[src/sv/lmsi_pkg.sv]
// Shared types and constants for the LMS linear identifier.
`default_nettype none
package lmsi_pkg;

	localparam int SAMPLE_W      = 24;
	localparam int WEIGHT_W      = 32;
	localparam int STEP_W        = 16;
	localparam int SAMPLE_INPUTS = 4;
	localparam int IN_W          = 144;
	localparam int OUT_W         = 96;
	localparam int PRED_PROD_W   = 56;
	localparam int TOT_W         = 64;

	localparam logic [STEP_W-1:0]   STEP_RESET = 16'd6554;
	localparam logic [SAMPLE_W-1:0] ONE_Q12    = 24'd4096;
	localparam logic [SAMPLE_W-1:0] SAMPLE_MAX = 24'h7FFFFF;
	localparam logic [SAMPLE_W-1:0] SAMPLE_MIN = 24'h800000;
	localparam logic [WEIGHT_W-1:0] WEIGHT_MAX = 32'h7FFFFFFF;
	localparam logic [WEIGHT_W-1:0] WEIGHT_MIN = 32'h80000000;

	typedef enum logic [2:0] {
		ST_IDLE,
		ST_PRED,
		ST_PWAIT,
		ST_OUT,
		ST_ESTEP,
		ST_EWAIT,
		ST_UPD,
		ST_UWAIT
	} state_t;

	typedef enum logic [1:0] {
		OP_PRED,
		OP_ESTEP,
		OP_UPD_LO,
		OP_UPD_HI
	} op_t;

	typedef struct packed {
		logic valid;
		op_t  op;
		logic first;
		logic last;
		logic load_in;
		logic load_out;
	} cmd_t;

endpackage
`default_nettype wire

[src/sv/lmsi_datapath.sv]
// Datapath: weight store, shared multiplier pipeline, accumulator and update arithmetic.
`default_nettype none
module lmsi_datapath import lmsi_pkg::*; #(
	parameter int REGRESSOR_COUNT = 5,
	parameter int OUTPUT_COUNT    = 2,
	localparam int WD  = REGRESSOR_COUNT * OUTPUT_COUNT,
	localparam int WIW = $clog2(WD),
	localparam int RIW = $clog2(REGRESSOR_COUNT),
	localparam int OIW = (OUTPUT_COUNT > 1) ? $clog2(OUTPUT_COUNT) : 1
) (
	input  wire logic             clk,
	input  wire logic             arst_n,
	input  wire cmd_t             cmd,
	input  wire logic [WIW-1:0]   widx,
	input  wire logic [RIW-1:0]   ridx,
	input  wire logic [OIW-1:0]   oidx,
	input  wire logic [IN_W-1:0]  s_tdata,
	input  wire logic             cfg_wr_en,
	input  wire logic [STEP_W-1:0] cfg_wr_data,
	output logic [OUT_W-1:0]      m_tdata,
	output logic                  busy
);

	localparam int ACC_W = PRED_PROD_W + $clog2(REGRESSOR_COUNT);

	logic [STEP_W-1:0]   step_q;
	logic [SAMPLE_W-1:0] reg_in [REGRESSOR_COUNT];
	logic [SAMPLE_W-1:0] regs_q [REGRESSOR_COUNT];
	logic [SAMPLE_W-1:0] tgt0_q, tgt1_q;
	logic [SAMPLE_W-1:0] pred_q [OUTPUT_COUNT];
	logic [SAMPLE_W-1:0] err_q  [OUTPUT_COUNT];
	logic [39:0]         es_q   [OUTPUT_COUNT];
	logic [WEIGHT_W-1:0] mem_q  [WD];
	logic [WD-1:0]       wvalid_q;
	logic [OUT_W-1:0]    out_q;

	// stage 1: operand fetch
	logic                v_s1, first_s1, last_s1, rdv_s1;
	op_t                 op_s1;
	logic [OIW-1:0]      oidx_s1;
	logic [WIW-1:0]      widx_s1;
	logic [WEIGHT_W-1:0] rd_s1;
	logic [SAMPLE_W-1:0] r_s1;
	// stage 2: multiply
	logic                v_s2, first_s2, last_s2;
	op_t                 op_s2;
	logic [OIW-1:0]      oidx_s2;
	logic [WIW-1:0]      widx_s2;
	logic [WEIGHT_W-1:0] w_s2;
	logic signed [57:0]  prod_s2;
	// stage 3: accumulate / combine
	logic                v_s3, last_s3;
	op_t                 op_s3;
	logic [OIW-1:0]      oidx_s3;
	logic [WIW-1:0]      widx_s3;
	logic [WEIGHT_W-1:0] w_s3;
	logic [TOT_W-1:0]    tot_s3;
	logic signed [ACC_W-1:0] acc_q;
	logic [44:0]         lo_q;
	// stage 4: prediction done
	logic                fin_s4;
	logic [OIW-1:0]      oidx_s4;

	logic [WEIGHT_W-1:0] wt;
	logic signed [32:0]  mul_a;
	logic signed [24:0]  mul_b;
	logic [39:0]         es_sel;
	logic signed [ACC_W-1:0] prod_ext, acc_rnd, acc_sh;
	logic [SAMPLE_W-1:0] pred_sat;
	logic [SAMPLE_W-1:0] tgt_sel;
	logic [24:0]         diff;
	logic [SAMPLE_W-1:0] err_sat;
	logic [39:0]         delta;
	logic [40:0]         wsum;
	logic [WEIGHT_W-1:0] wnew;

	always_ff @(posedge clk or negedge arst_n) begin
		if (!arst_n) begin
			step_q <= STEP_RESET;
		end else if (cfg_wr_en) begin
			step_q <= cfg_wr_data;
		end
	end

	// regressor and target capture on input transfer
	for (genvar gi = 0; gi < REGRESSOR_COUNT; gi++) begin : g_reg
		if (gi == 0) begin : g_bias
			assign reg_in[gi] = ONE_Q12;
		end else if (gi <= SAMPLE_INPUTS) begin : g_sample
			assign reg_in[gi] = s_tdata[(gi-1)*SAMPLE_W +: SAMPLE_W];
		end else begin : g_zero
			assign reg_in[gi] = '0;
		end
	end

	always_ff @(posedge clk) begin
		if (cmd.load_in) begin
			regs_q <= reg_in;
			tgt0_q <= s_tdata[4*SAMPLE_W +: SAMPLE_W];
			tgt1_q <= s_tdata[5*SAMPLE_W +: SAMPLE_W];
		end
	end

	// weight store: registered read, write from stage 3
	always_ff @(posedge clk) begin
		if (v_s3 && op_s3 == OP_UPD_HI) begin
			mem_q[widx_s3] <= wnew;
		end
		rd_s1 <= mem_q[widx];
	end

	always_ff @(posedge clk or negedge arst_n) begin
		if (!arst_n) begin
			wvalid_q <= '0;
			rdv_s1   <= 1'b0;
		end else begin
			if (v_s3 && op_s3 == OP_UPD_HI) begin
				wvalid_q[widx_s3] <= 1'b1;
			end
			rdv_s1 <= wvalid_q[widx];
		end
	end

	always_ff @(posedge clk or negedge arst_n) begin
		if (!arst_n) begin
			v_s1   <= 1'b0;
			v_s2   <= 1'b0;
			v_s3   <= 1'b0;
			fin_s4 <= 1'b0;
		end else begin
			v_s1   <= cmd.valid;
			v_s2   <= v_s1;
			v_s3   <= v_s2;
			fin_s4 <= v_s3 && op_s3 == OP_PRED && last_s3;
		end
	end

	always_ff @(posedge clk) begin
		op_s1    <= cmd.op;
		first_s1 <= cmd.first;
		last_s1  <= cmd.last;
		oidx_s1  <= oidx;
		widx_s1  <= widx;
		r_s1     <= regs_q[ridx];

		op_s2    <= op_s1;
		first_s2 <= first_s1;
		last_s2  <= last_s1;
		oidx_s2  <= oidx_s1;
		widx_s2  <= widx_s1;
		w_s2     <= wt;
		prod_s2  <= mul_a * mul_b;

		op_s3    <= op_s2;
		last_s3  <= last_s2;
		oidx_s3  <= oidx_s2;
		widx_s3  <= widx_s2;
		w_s3     <= w_s2;
		oidx_s4  <= oidx_s3;
	end

	assign wt     = rdv_s1 ? rd_s1 : '0;
	assign es_sel = es_q[oidx_s1];

	always_comb begin
		mul_b = {r_s1[SAMPLE_W-1], r_s1};
		case (op_s1)
			OP_PRED: begin
				mul_a = {wt[WEIGHT_W-1], wt};
			end
			OP_ESTEP: begin
				mul_a = {{9{err_q[oidx_s1][SAMPLE_W-1]}}, err_q[oidx_s1]};
				mul_b = {9'd0, step_q};
			end
			OP_UPD_LO: begin
				mul_a = {13'd0, es_sel[19:0]};
			end
			OP_UPD_HI: begin
				mul_a = {{13{es_sel[39]}}, es_sel[39:20]};
			end
			default: begin
				mul_a = '0;
			end
		endcase
	end

	assign prod_ext = ACC_W'($signed(prod_s2[PRED_PROD_W-1:0]));

	always_ff @(posedge clk) begin
		if (v_s2) begin
			case (op_s2)
				OP_PRED: begin
					acc_q <= first_s2 ? prod_ext : acc_q + prod_ext;
				end
				OP_ESTEP: begin
					es_q[oidx_s2] <= prod_s2[39:0];
				end
				OP_UPD_LO: begin
					lo_q <= prod_s2[44:0];
				end
				OP_UPD_HI: begin
					tot_s3 <= (TOT_W'($signed(prod_s2[43:0])) << 20)
						+ TOT_W'($signed(lo_q)) + TOT_W'(1 << 23);
				end
				default: begin
				end
			endcase
		end
	end

	// prediction: round half up to Q.12, saturate
	assign acc_rnd = acc_q + ACC_W'(1 << 15);
	assign acc_sh  = acc_rnd >>> 16;
	assign pred_sat = (&acc_sh[ACC_W-1:SAMPLE_W-1] || ~|acc_sh[ACC_W-1:SAMPLE_W-1])
		? acc_sh[SAMPLE_W-1:0] : (acc_sh[ACC_W-1] ? SAMPLE_MIN : SAMPLE_MAX);

	always_ff @(posedge clk) begin
		if (v_s3 && op_s3 == OP_PRED && last_s3) begin
			pred_q[oidx_s3] <= pred_sat;
		end
	end

	// error against target; outputs without a target use zero
	always_comb begin
		if (oidx_s4 == OIW'(0)) begin
			tgt_sel = tgt0_q;
		end else if (oidx_s4 == OIW'(1)) begin
			tgt_sel = tgt1_q;
		end else begin
			tgt_sel = '0;
		end
	end

	assign diff    = {tgt_sel[SAMPLE_W-1], tgt_sel}
		- {pred_q[oidx_s4][SAMPLE_W-1], pred_q[oidx_s4]};
	assign err_sat = (diff[24] != diff[23]) ? (diff[24] ? SAMPLE_MIN : SAMPLE_MAX)
		: diff[SAMPLE_W-1:0];

	always_ff @(posedge clk) begin
		if (fin_s4) begin
			err_q[oidx_s4] <= err_sat;
		end
	end

	// weight update: round half up to Q.16, saturate
	assign delta = tot_s3[TOT_W-1:24];
	assign wsum  = {{9{w_s3[WEIGHT_W-1]}}, w_s3} + {delta[39], delta};
	assign wnew  = (&wsum[40:WEIGHT_W-1] || ~|wsum[40:WEIGHT_W-1]) ? wsum[WEIGHT_W-1:0]
		: (wsum[40] ? WEIGHT_MIN : WEIGHT_MAX);

	// result register
	if (OUTPUT_COUNT > 1) begin : g_out2
		always_ff @(posedge clk) begin
			if (cmd.load_out) begin
				out_q <= {err_q[1], err_q[0], pred_q[1], pred_q[0]};
			end
		end
	end else begin : g_out1
		always_ff @(posedge clk) begin
			if (cmd.load_out) begin
				out_q <= {{SAMPLE_W{1'b0}}, err_q[0], {SAMPLE_W{1'b0}}, pred_q[0]};
			end
		end
	end

	assign m_tdata = out_q;
	assign busy    = v_s1 | v_s2 | v_s3 | fin_s4;

endmodule
`default_nettype wire

[src/sv/lmsi_ctrl.sv]
// Controller: sequences prediction, error scaling and weight update passes.
`default_nettype none
module lmsi_ctrl import lmsi_pkg::*; #(
	parameter int REGRESSOR_COUNT = 5,
	parameter int OUTPUT_COUNT    = 2,
	localparam int WD  = REGRESSOR_COUNT * OUTPUT_COUNT,
	localparam int WIW = $clog2(WD),
	localparam int RIW = $clog2(REGRESSOR_COUNT),
	localparam int OIW = (OUTPUT_COUNT > 1) ? $clog2(OUTPUT_COUNT) : 1
) (
	input  wire logic           clk,
	input  wire logic           arst_n,
	input  wire logic           s_tvalid,
	output logic                s_tready,
	output logic                m_tvalid,
	input  wire logic           m_tready,
	input  wire logic           pipe_busy,
	output cmd_t                cmd,
	output logic [WIW-1:0]      widx,
	output logic [RIW-1:0]      ridx,
	output logic [OIW-1:0]      oidx
);

	state_t         state_q, state_d;
	logic [RIW-1:0] i_q;
	logic [OIW-1:0] k_q;
	logic           hi_q;
	logic           m_tvalid_q;
	logic           i_end, k_end, out_free;

	assign i_end    = i_q == RIW'(REGRESSOR_COUNT - 1);
	assign k_end    = k_q == OIW'(OUTPUT_COUNT - 1);
	assign out_free = !m_tvalid_q || m_tready;

	always_comb begin
		state_d = state_q;
		case (state_q)
			ST_IDLE:  if (s_tvalid) state_d = ST_PRED;
			ST_PRED:  if (i_end && k_end) state_d = ST_PWAIT;
			ST_PWAIT: if (!pipe_busy) state_d = ST_OUT;
			ST_OUT:   if (out_free) state_d = ST_ESTEP;
			ST_ESTEP: if (k_end) state_d = ST_EWAIT;
			ST_EWAIT: if (!pipe_busy) state_d = ST_UPD;
			ST_UPD:   if (hi_q && i_end && k_end) state_d = ST_UWAIT;
			ST_UWAIT: if (!pipe_busy) state_d = ST_IDLE;
			default:  state_d = ST_IDLE;
		endcase
	end

	always_comb begin
		cmd      = '0;
		cmd.op   = OP_PRED;
		s_tready = 1'b0;
		case (state_q)
			ST_IDLE: begin
				s_tready    = 1'b1;
				cmd.load_in = s_tvalid;
			end
			ST_PRED: begin
				cmd.valid = 1'b1;
				cmd.first = i_q == '0;
				cmd.last  = i_end;
			end
			ST_OUT: begin
				cmd.load_out = out_free;
			end
			ST_ESTEP: begin
				cmd.valid = 1'b1;
				cmd.op    = OP_ESTEP;
			end
			ST_UPD: begin
				cmd.valid = 1'b1;
				cmd.op    = hi_q ? OP_UPD_HI : OP_UPD_LO;
			end
			default: begin
			end
		endcase
	end

	assign widx     = WIW'(WIW'(i_q) * WIW'(OUTPUT_COUNT) + WIW'(k_q));
	assign ridx     = i_q;
	assign oidx     = k_q;
	assign m_tvalid = m_tvalid_q;

	always_ff @(posedge clk or negedge arst_n) begin
		if (!arst_n) begin
			state_q    <= ST_IDLE;
			i_q        <= '0;
			k_q        <= '0;
			hi_q       <= 1'b0;
			m_tvalid_q <= 1'b0;
		end else begin
			state_q <= state_d;
			if (cmd.load_out) begin
				m_tvalid_q <= 1'b1;
			end else if (m_tready) begin
				m_tvalid_q <= 1'b0;
			end
			case (state_q)
				ST_PRED, ST_UPD: begin
					if (state_q == ST_UPD) begin
						hi_q <= !hi_q;
					end
					if (state_q == ST_PRED || hi_q) begin
						if (i_end) begin
							i_q <= '0;
							k_q <= k_end ? '0 : k_q + 1'b1;
						end else begin
							i_q <= i_q + 1'b1;
						end
					end
				end
				ST_ESTEP: begin
					k_q <= k_end ? '0 : k_q + 1'b1;
				end
				default: begin
				end
			endcase
		end
	end

	a_load_out_free: assert property (@(posedge clk) disable iff (!arst_n)
		cmd.load_out |-> (!m_tvalid_q || m_tready))
		else $error("result register overwritten before transfer");

	a_idle_empty: assert property (@(posedge clk) disable iff (!arst_n)
		s_tready |-> !pipe_busy)
		else $error("input accepted while pipeline busy");

	a_accept_starts: assert property (@(posedge clk) disable iff (!arst_n)
		(s_tvalid && s_tready) |=> (state_q == ST_PRED && i_q == '0 && k_q == '0))
		else $error("prediction pass did not start from index zero");

	a_upd_pairs: assert property (@(posedge clk) disable iff (!arst_n)
		(state_q == ST_UWAIT) |-> !hi_q)
		else $error("update pass ended mid pair");

endmodule
`default_nettype wire

[src/sv/lms_linear_identifier.sv]
// Top level of the LMS linear identifier: controller and datapath.
//
// Input stream s_*: one transfer carries six samples; the block predicts
// both outputs from its current weights, returns prediction and error on
// the output stream m_*, then adapts all weights by step*error*regressor.
// Items are handled one at a time; s_tready is high only between items.
// The work per item is set by the single shared 33x25 multiplier, with
// R regressors and O outputs: R*O products for prediction, O for error
// scaling, two per weight for update. The result is loaded into the
// output register once the prediction pass has left the pipeline; it
// holds there until taken. If the receiver stalls, the block finishes
// the current prediction pass and waits before the error scaling and
// update passes until the output register is free.
// cfg_wr_en/cfg_wr_data write step_size (Q0.16); write only while idle.
// Reset clears all weights to zero (per-entry valid bits, no clearing
// pass), sets step_size to 6554 and empties the pipeline and output.
`default_nettype none
module lms_linear_identifier import lmsi_pkg::*; #(
	parameter int REGRESSOR_COUNT = 5,
	parameter int OUTPUT_COUNT    = 2
) (
	input  wire logic              clk,
	input  wire logic              arst_n,
	input  wire logic              s_tvalid,
	output logic                   s_tready,
	// state_sample_0, state_sample_1, drive_sample_0, drive_sample_1, target_0, target_1
	input  wire logic [IN_W-1:0]   s_tdata,
	output logic                   m_tvalid,
	input  wire logic              m_tready,
	// prediction_0, prediction_1, error_0, error_1
	output logic [OUT_W-1:0]       m_tdata,
	input  wire logic              cfg_wr_en,
	input  wire logic [STEP_W-1:0] cfg_wr_data
);

	localparam int WD  = REGRESSOR_COUNT * OUTPUT_COUNT;
	localparam int WIW = $clog2(WD);
	localparam int RIW = $clog2(REGRESSOR_COUNT);
	localparam int OIW = (OUTPUT_COUNT > 1) ? $clog2(OUTPUT_COUNT) : 1;

	cmd_t           cmd;
	logic [WIW-1:0] widx;
	logic [RIW-1:0] ridx;
	logic [OIW-1:0] oidx;
	logic           pipe_busy;

	lmsi_ctrl #(
		.REGRESSOR_COUNT(REGRESSOR_COUNT),
		.OUTPUT_COUNT   (OUTPUT_COUNT)
	) u_ctrl (
		.clk      (clk),
		.arst_n   (arst_n),
		.s_tvalid (s_tvalid),
		.s_tready (s_tready),
		.m_tvalid (m_tvalid),
		.m_tready (m_tready),
		.pipe_busy(pipe_busy),
		.cmd      (cmd),
		.widx     (widx),
		.ridx     (ridx),
		.oidx     (oidx)
	);

	lmsi_datapath #(
		.REGRESSOR_COUNT(REGRESSOR_COUNT),
		.OUTPUT_COUNT   (OUTPUT_COUNT)
	) u_datapath (
		.clk        (clk),
		.arst_n     (arst_n),
		.cmd        (cmd),
		.widx       (widx),
		.ridx       (ridx),
		.oidx       (oidx),
		.s_tdata    (s_tdata),
		.cfg_wr_en  (cfg_wr_en),
		.cfg_wr_data(cfg_wr_data),
		.m_tdata    (m_tdata),
		.busy       (pipe_busy)
	);

endmodule
`default_nettype wire
[config.mk]
export PLATFORM = sky130hd
export DESIGN_NAME = lms_linear_identifier
export DESIGN_NICKNAME = d
export VERILOG_FILES = /design/src/sv/lmsi_pkg.sv /design/src/sv/lmsi_datapath.sv /design/src/sv/lmsi_ctrl.sv /design/src/sv/lms_linear_identifier.sv
export SDC_FILE = /design/constraint.sdc
export NUM_CORES = 2
export LEC_CHECK = 0
export ABC_CLOCK_PERIOD_IN_PS = 8250
export BUFFER_PORTS_ARGS = -buffer_cell sky130_fd_sc_hd__clkbuf_2
export CORE_ASPECT_RATIO = 0.7
export CORE_MARGIN = 3
export CORE_UTILIZATION = 35
export CTS_BUF_LIST = sky130_fd_sc_hd__clkbuf_8
export CTS_CLUSTER_SIZE = 16
export DETAILED_ROUTE_END_ITERATION = 7
export GPL_ROUTABILITY_DRIVEN = 0
export PLACE_DENSITY = 0.55
export SYNTH_ARGS = -nofsm -noshare
export SYNTH_HDL_FRONTEND = slang
export SYNTH_HIERARCHICAL = 1
export SYNTH_SLANG_ARGS = --single-unit
[constraint.sdc]
create_clock -name clk -period 8.25 [get_ports clk]
set_clock_uncertainty 0.1 [all_clocks]
set_input_delay 2.0625 -clock clk [delete_from_list [all_inputs] [get_ports clk]]
set_output_delay 2.0625 -clock clk [all_outputs]
set_load 0.01 [all_outputs]
==> summary.txt <==
Run status
  – Status: complete, but fails checks
  – Failing checks: negative setup slack

Timing
  – Setup TNS: -0.326 ns
  – F_max: between 100 and 150 MHz
  – Worst Tran Pin Value: 1.37 ns
  – Final setup fails: 5
  – Min Tclk post-route: 8.35 ns
  – Worst Setup Slack, final: -0.105 ns
  – Fin. Hold Viols: 0
  – RSZ-0062 raised after global routing: true
  – Part of the cycle the worst path needs: 101%
  – Max-slew violation count: 0
  – Slew margin rel.: under 10%

Global routing
  – Met3 Use GR: between 7 and 8%
  – Total gr overflow: 0
  – All-Layer GR Usage: about 21%
  – Layer with the highest usage: met1
  – Pin count of the biggest net entering global routing: 100
  – Grt met2 use: 28.8%
  – Met1 global-route usage: around a third
  – Initial antenna violation count: 24
  – First-pass GRT wire length: 354000 microns
  – Vias in the first global route: 53483

Setup path
  – Setup crit end: u_datapath/prod_s2[48]$_DFF_P_
  – Worst Path Arrival: 9.03 ns
  – CP Class: reg2reg
  – Slowest-stage cell, CP: fa_1
  – Worst endpoint required time: between 8 and 9 ns
  – Worst Setup Start Kind: flip-flop
  – CP max stage delay: 0.61 ns
  – Worst reg2reg path depth: 35
  – Critical path fanouts, max: 8
  – Reg2reg start: u_datapath/op_s1[0]$_DFF_P_
  – Critical Path Sink Type: flip-flop
  – Crit path from: u_datapath/op_s1[0]$_DFF_P_
  – Reg2Reg Setup Slack: -0.10 ns
  – Reg2reg end: u_datapath/prod_s2[48]$_DFF_P_

Routing
  – Initial DRC Count: roughly 5100
  – Antenna Violating Nets Remaining: 0
  – Via Count: 53020
  – Router iterations before antenna repair: 6
  – Post-detailed-route wirelength per cell: around 23 microns
  – Drc violations: 0
  – Post-Route WL: 239000 microns
  – Vias/cell: between 5 and 6

Job
  – Number of max-cap violations: 0

Logic synthesis
  – Synthesized net count: 7934
  – Synth Area in Simple Gates: 9.39%
  – Synth top area share: approximately 34%
  – Post-Synth XOR/XNOR Area: 2.60%
  – Fraction of registers with async set/reset: between 3 and 4%
  – Yosys cell types: 85
  – Synth Area in Adders: 27.8%
  – FF+latch count, synth: 1103
  – Synth Instances: about 6600
  – Synth warnings: 6
  – Post-synth top cells: 935 x inv_1, 860 x edfxtp_1, 814 x fa_1
  – Ys flop type: edfxtp_1
  – Count leader, synth: inv_1
  – Main combinational cell family by area after synthesis: adder cells
  – Ranking of synthesized cells by area: edfxtp_1 34%, fa_1 22%, ha_1 6.0%
  – Cell type with the largest total area after synthesis: edfxtp_1
  – Seq/Total Area, Yosys: about two fifths
  – Post-synthesis cell area: 0.0751 sq mm
  – Post-synth EDFFs: 860
  – Multiplexer share of the synthesized area: 4.37%
  – Synth Area in Compound Gates: between 8 and 9%
  – Avg Synthesized Cell Area: 11.4 sq um

Clock network
  – Htree depth: 4
  – Clk root buf: clkbuf_8
  – Clock buffer depth: 4
  – CTS buffer count: 181
  – Clock transition time at the flip-flop clock pins of the worst setup and hold paths: 0.07 ns
  – CTS Sinks: 1103
  – CTS tree: yes
  – Clock Latency Late Sink: 0.95 ns
  – Hold Buf Count CTS: 0

Die
  – CORE AREA: 0.212 sq mm
  – Num ports: between 200 and 300
  – Chip height: 394 microns
  – Die width: 560 microns
  – Die ar.: 0.220 sq mm
  – Starting Density: about 35%
  – Row cnt: roughly 140

Finish
  – Area growth, synth to finish: 20.2%
  – Register area: 0.0309 sq mm
  – Multi-input logic area: 0.0407 sq mm
  – Fin cells: approximately 10000
  – Post-layout nets: ~8700
  – Layout cells sized above 1: 20.4%
  – Filler cell count: 19822

Worst hold path
  – HP Start: u_datapath/w_s2[29]$_DFF_P_
  – Hold WC Path Type: reg2reg

Placed design
  – Hpwl dp: 189000 microns
  – Port bufs: 262
  – DP Worst Slack: -0.631 ns
  – Inst Count DP: 10038
per-stage QoR:
| stage | instance area, sq um | hold slack, ns | utilization, % |
|---|---|---|---|
| after floorplan | 75200 | 0.210 | - |
| after global placement | 85100 | 0.211 | 40.1 |
| after detailed placement | 85100 | 0.212 | 40.1 |
| after CTS | 89600 | 0.151 | 42.2 |
| after global routing | 90300 | 0.151 | 42.5 |
| final | 90300 | 0.162 | 42.6 |
worst max-delay path: cells and delay by family (launching register included):
kind	cells	cell delay [ns]
simple gates	3	0.33
fa+ha+maj	8	3.92
compound gates	11	1.93
xor+xnor	1	0.12
flops	1	0.38
buf+inv	12	1.45
how the worst min path moves through the flow:
stage | end | slack (ns) | cells past startpoint
3_5_place_dp | u_datapath/last_s2$_DFF_P_ | 0.21 | 0
3_3_place_gp | u_datapath/w_s3[1]$_DFF_P_ | 0.21 | 0
5_1_grt | u_datapath/w_s3[29]$_DFF_P_ | 0.15 | 0
6_report | u_datapath/w_s3[29]$_DFF_P_ | 0.16 | 0
2_1_floorplan | u_datapath/first_s2$_DFF_P_ | 0.21 | 0
4_1_cts | u_datapath/w_s3[29]$_DFF_P_ | 0.15 | 0
flip-flops by register name, summed over array words and instances, names as in the netlist, 3 cells and up:
| register | flops |
|---|---|
| u_datapath/tgt0_q | 24 |
| u_datapath/widx_s3 | 4 |
| u_datapath/tgt1_q | 24 |
| u_datapath/regs_q | 96 |
| u_ctrl/state_q | 3 |
| u_datapath/w_s3 | 32 |
| u_datapath/r_s1 | 24 |
| u_datapath/widx_s2 | 4 |
| u_datapath/tot_s3 | 40 |
| u_datapath/m_tdata | 96 |
| u_datapath/es_q | 80 |
| u_datapath/rd_s1 | 32 |
| u_datapath/prod_s2 | 56 |
| u_datapath/acc_q | 59 |
| u_datapath/wvalid_q | 10 |
| u_datapath/widx_s1 | 4 |
| u_datapath/mem_q | 320 |
| u_datapath/pred_q | 48 |
| u_datapath/step_q | 16 |
| u_ctrl/ridx | 3 |
| u_datapath/err_q | 48 |
| u_datapath/lo_q | 25 |
| u_datapath/w_s2 | 32 |
area by class of cell:
type                            instances  share of cell area (%)
Clock inverter                        119                   0.816
Inverter                              936                    3.89
Antenna cell                            6                  0.0166
Multi-Input combinational cell       4265                    45.1
Clock buffer                          207                    3.15
Sequential cell                      1103                    34.2
Timing Repair Buffer                  922                    8.83
Tap cell                             2860                    3.96
cell families after synthesis:
| family | after synthesis |
|---|---|
| fa+ha+maj | 1180 |
| xor+xnor | 223 |
| buf+inv | 1226 |
| simple gates | 1610 |
| mux | 237 |
| compound gates | 1015 |
| flops | 1103 |
placed cells by master, fill, tap and decap left out, types with 83 or more instances in the layout:
master / netlist / final
a21oi_1: 253 / 231
fa_1: 814 / 792
inv_1: 935 / 981
clkbuf_2: 1 / 262
buf_4: 4 / 513
ha_1: 361 / 347
dfxtp_1: 203 / 198
xnor2_1: 140 / 140
buf_12: 0 / 117
clkbuf_8: 0 / 207
nand2_1: 672 / 668
nor2_1: 511 / 490
mux2i_1: 115 / 100
o21ai_0: 221 / 208
a21o_1: 131 / 124
edfxtp_1: 860 / 860
xor2_1: 83 / 83
layer usage:
metal / up-vias / wire length, microns / part of all wire, %
li1: 23808 / - / -
met2: 2290 / 93700 / 39
met3: 308 / 27700 / 12
met4: 0 / 5210 / 2.2
met5: - / 0 / 0
met1: 26614 / 113000 / 47
repair_timing:
item	CTS	global route
gates resized for setup	116	99
pin swaps	38	64
buffers inserted	26	17
cloned	4	2
endpoints found under the setup margin	20	18
Power is not shown: default switching activity piles up to over one toggle a cycle in this logic, so the estimate is an artifact.
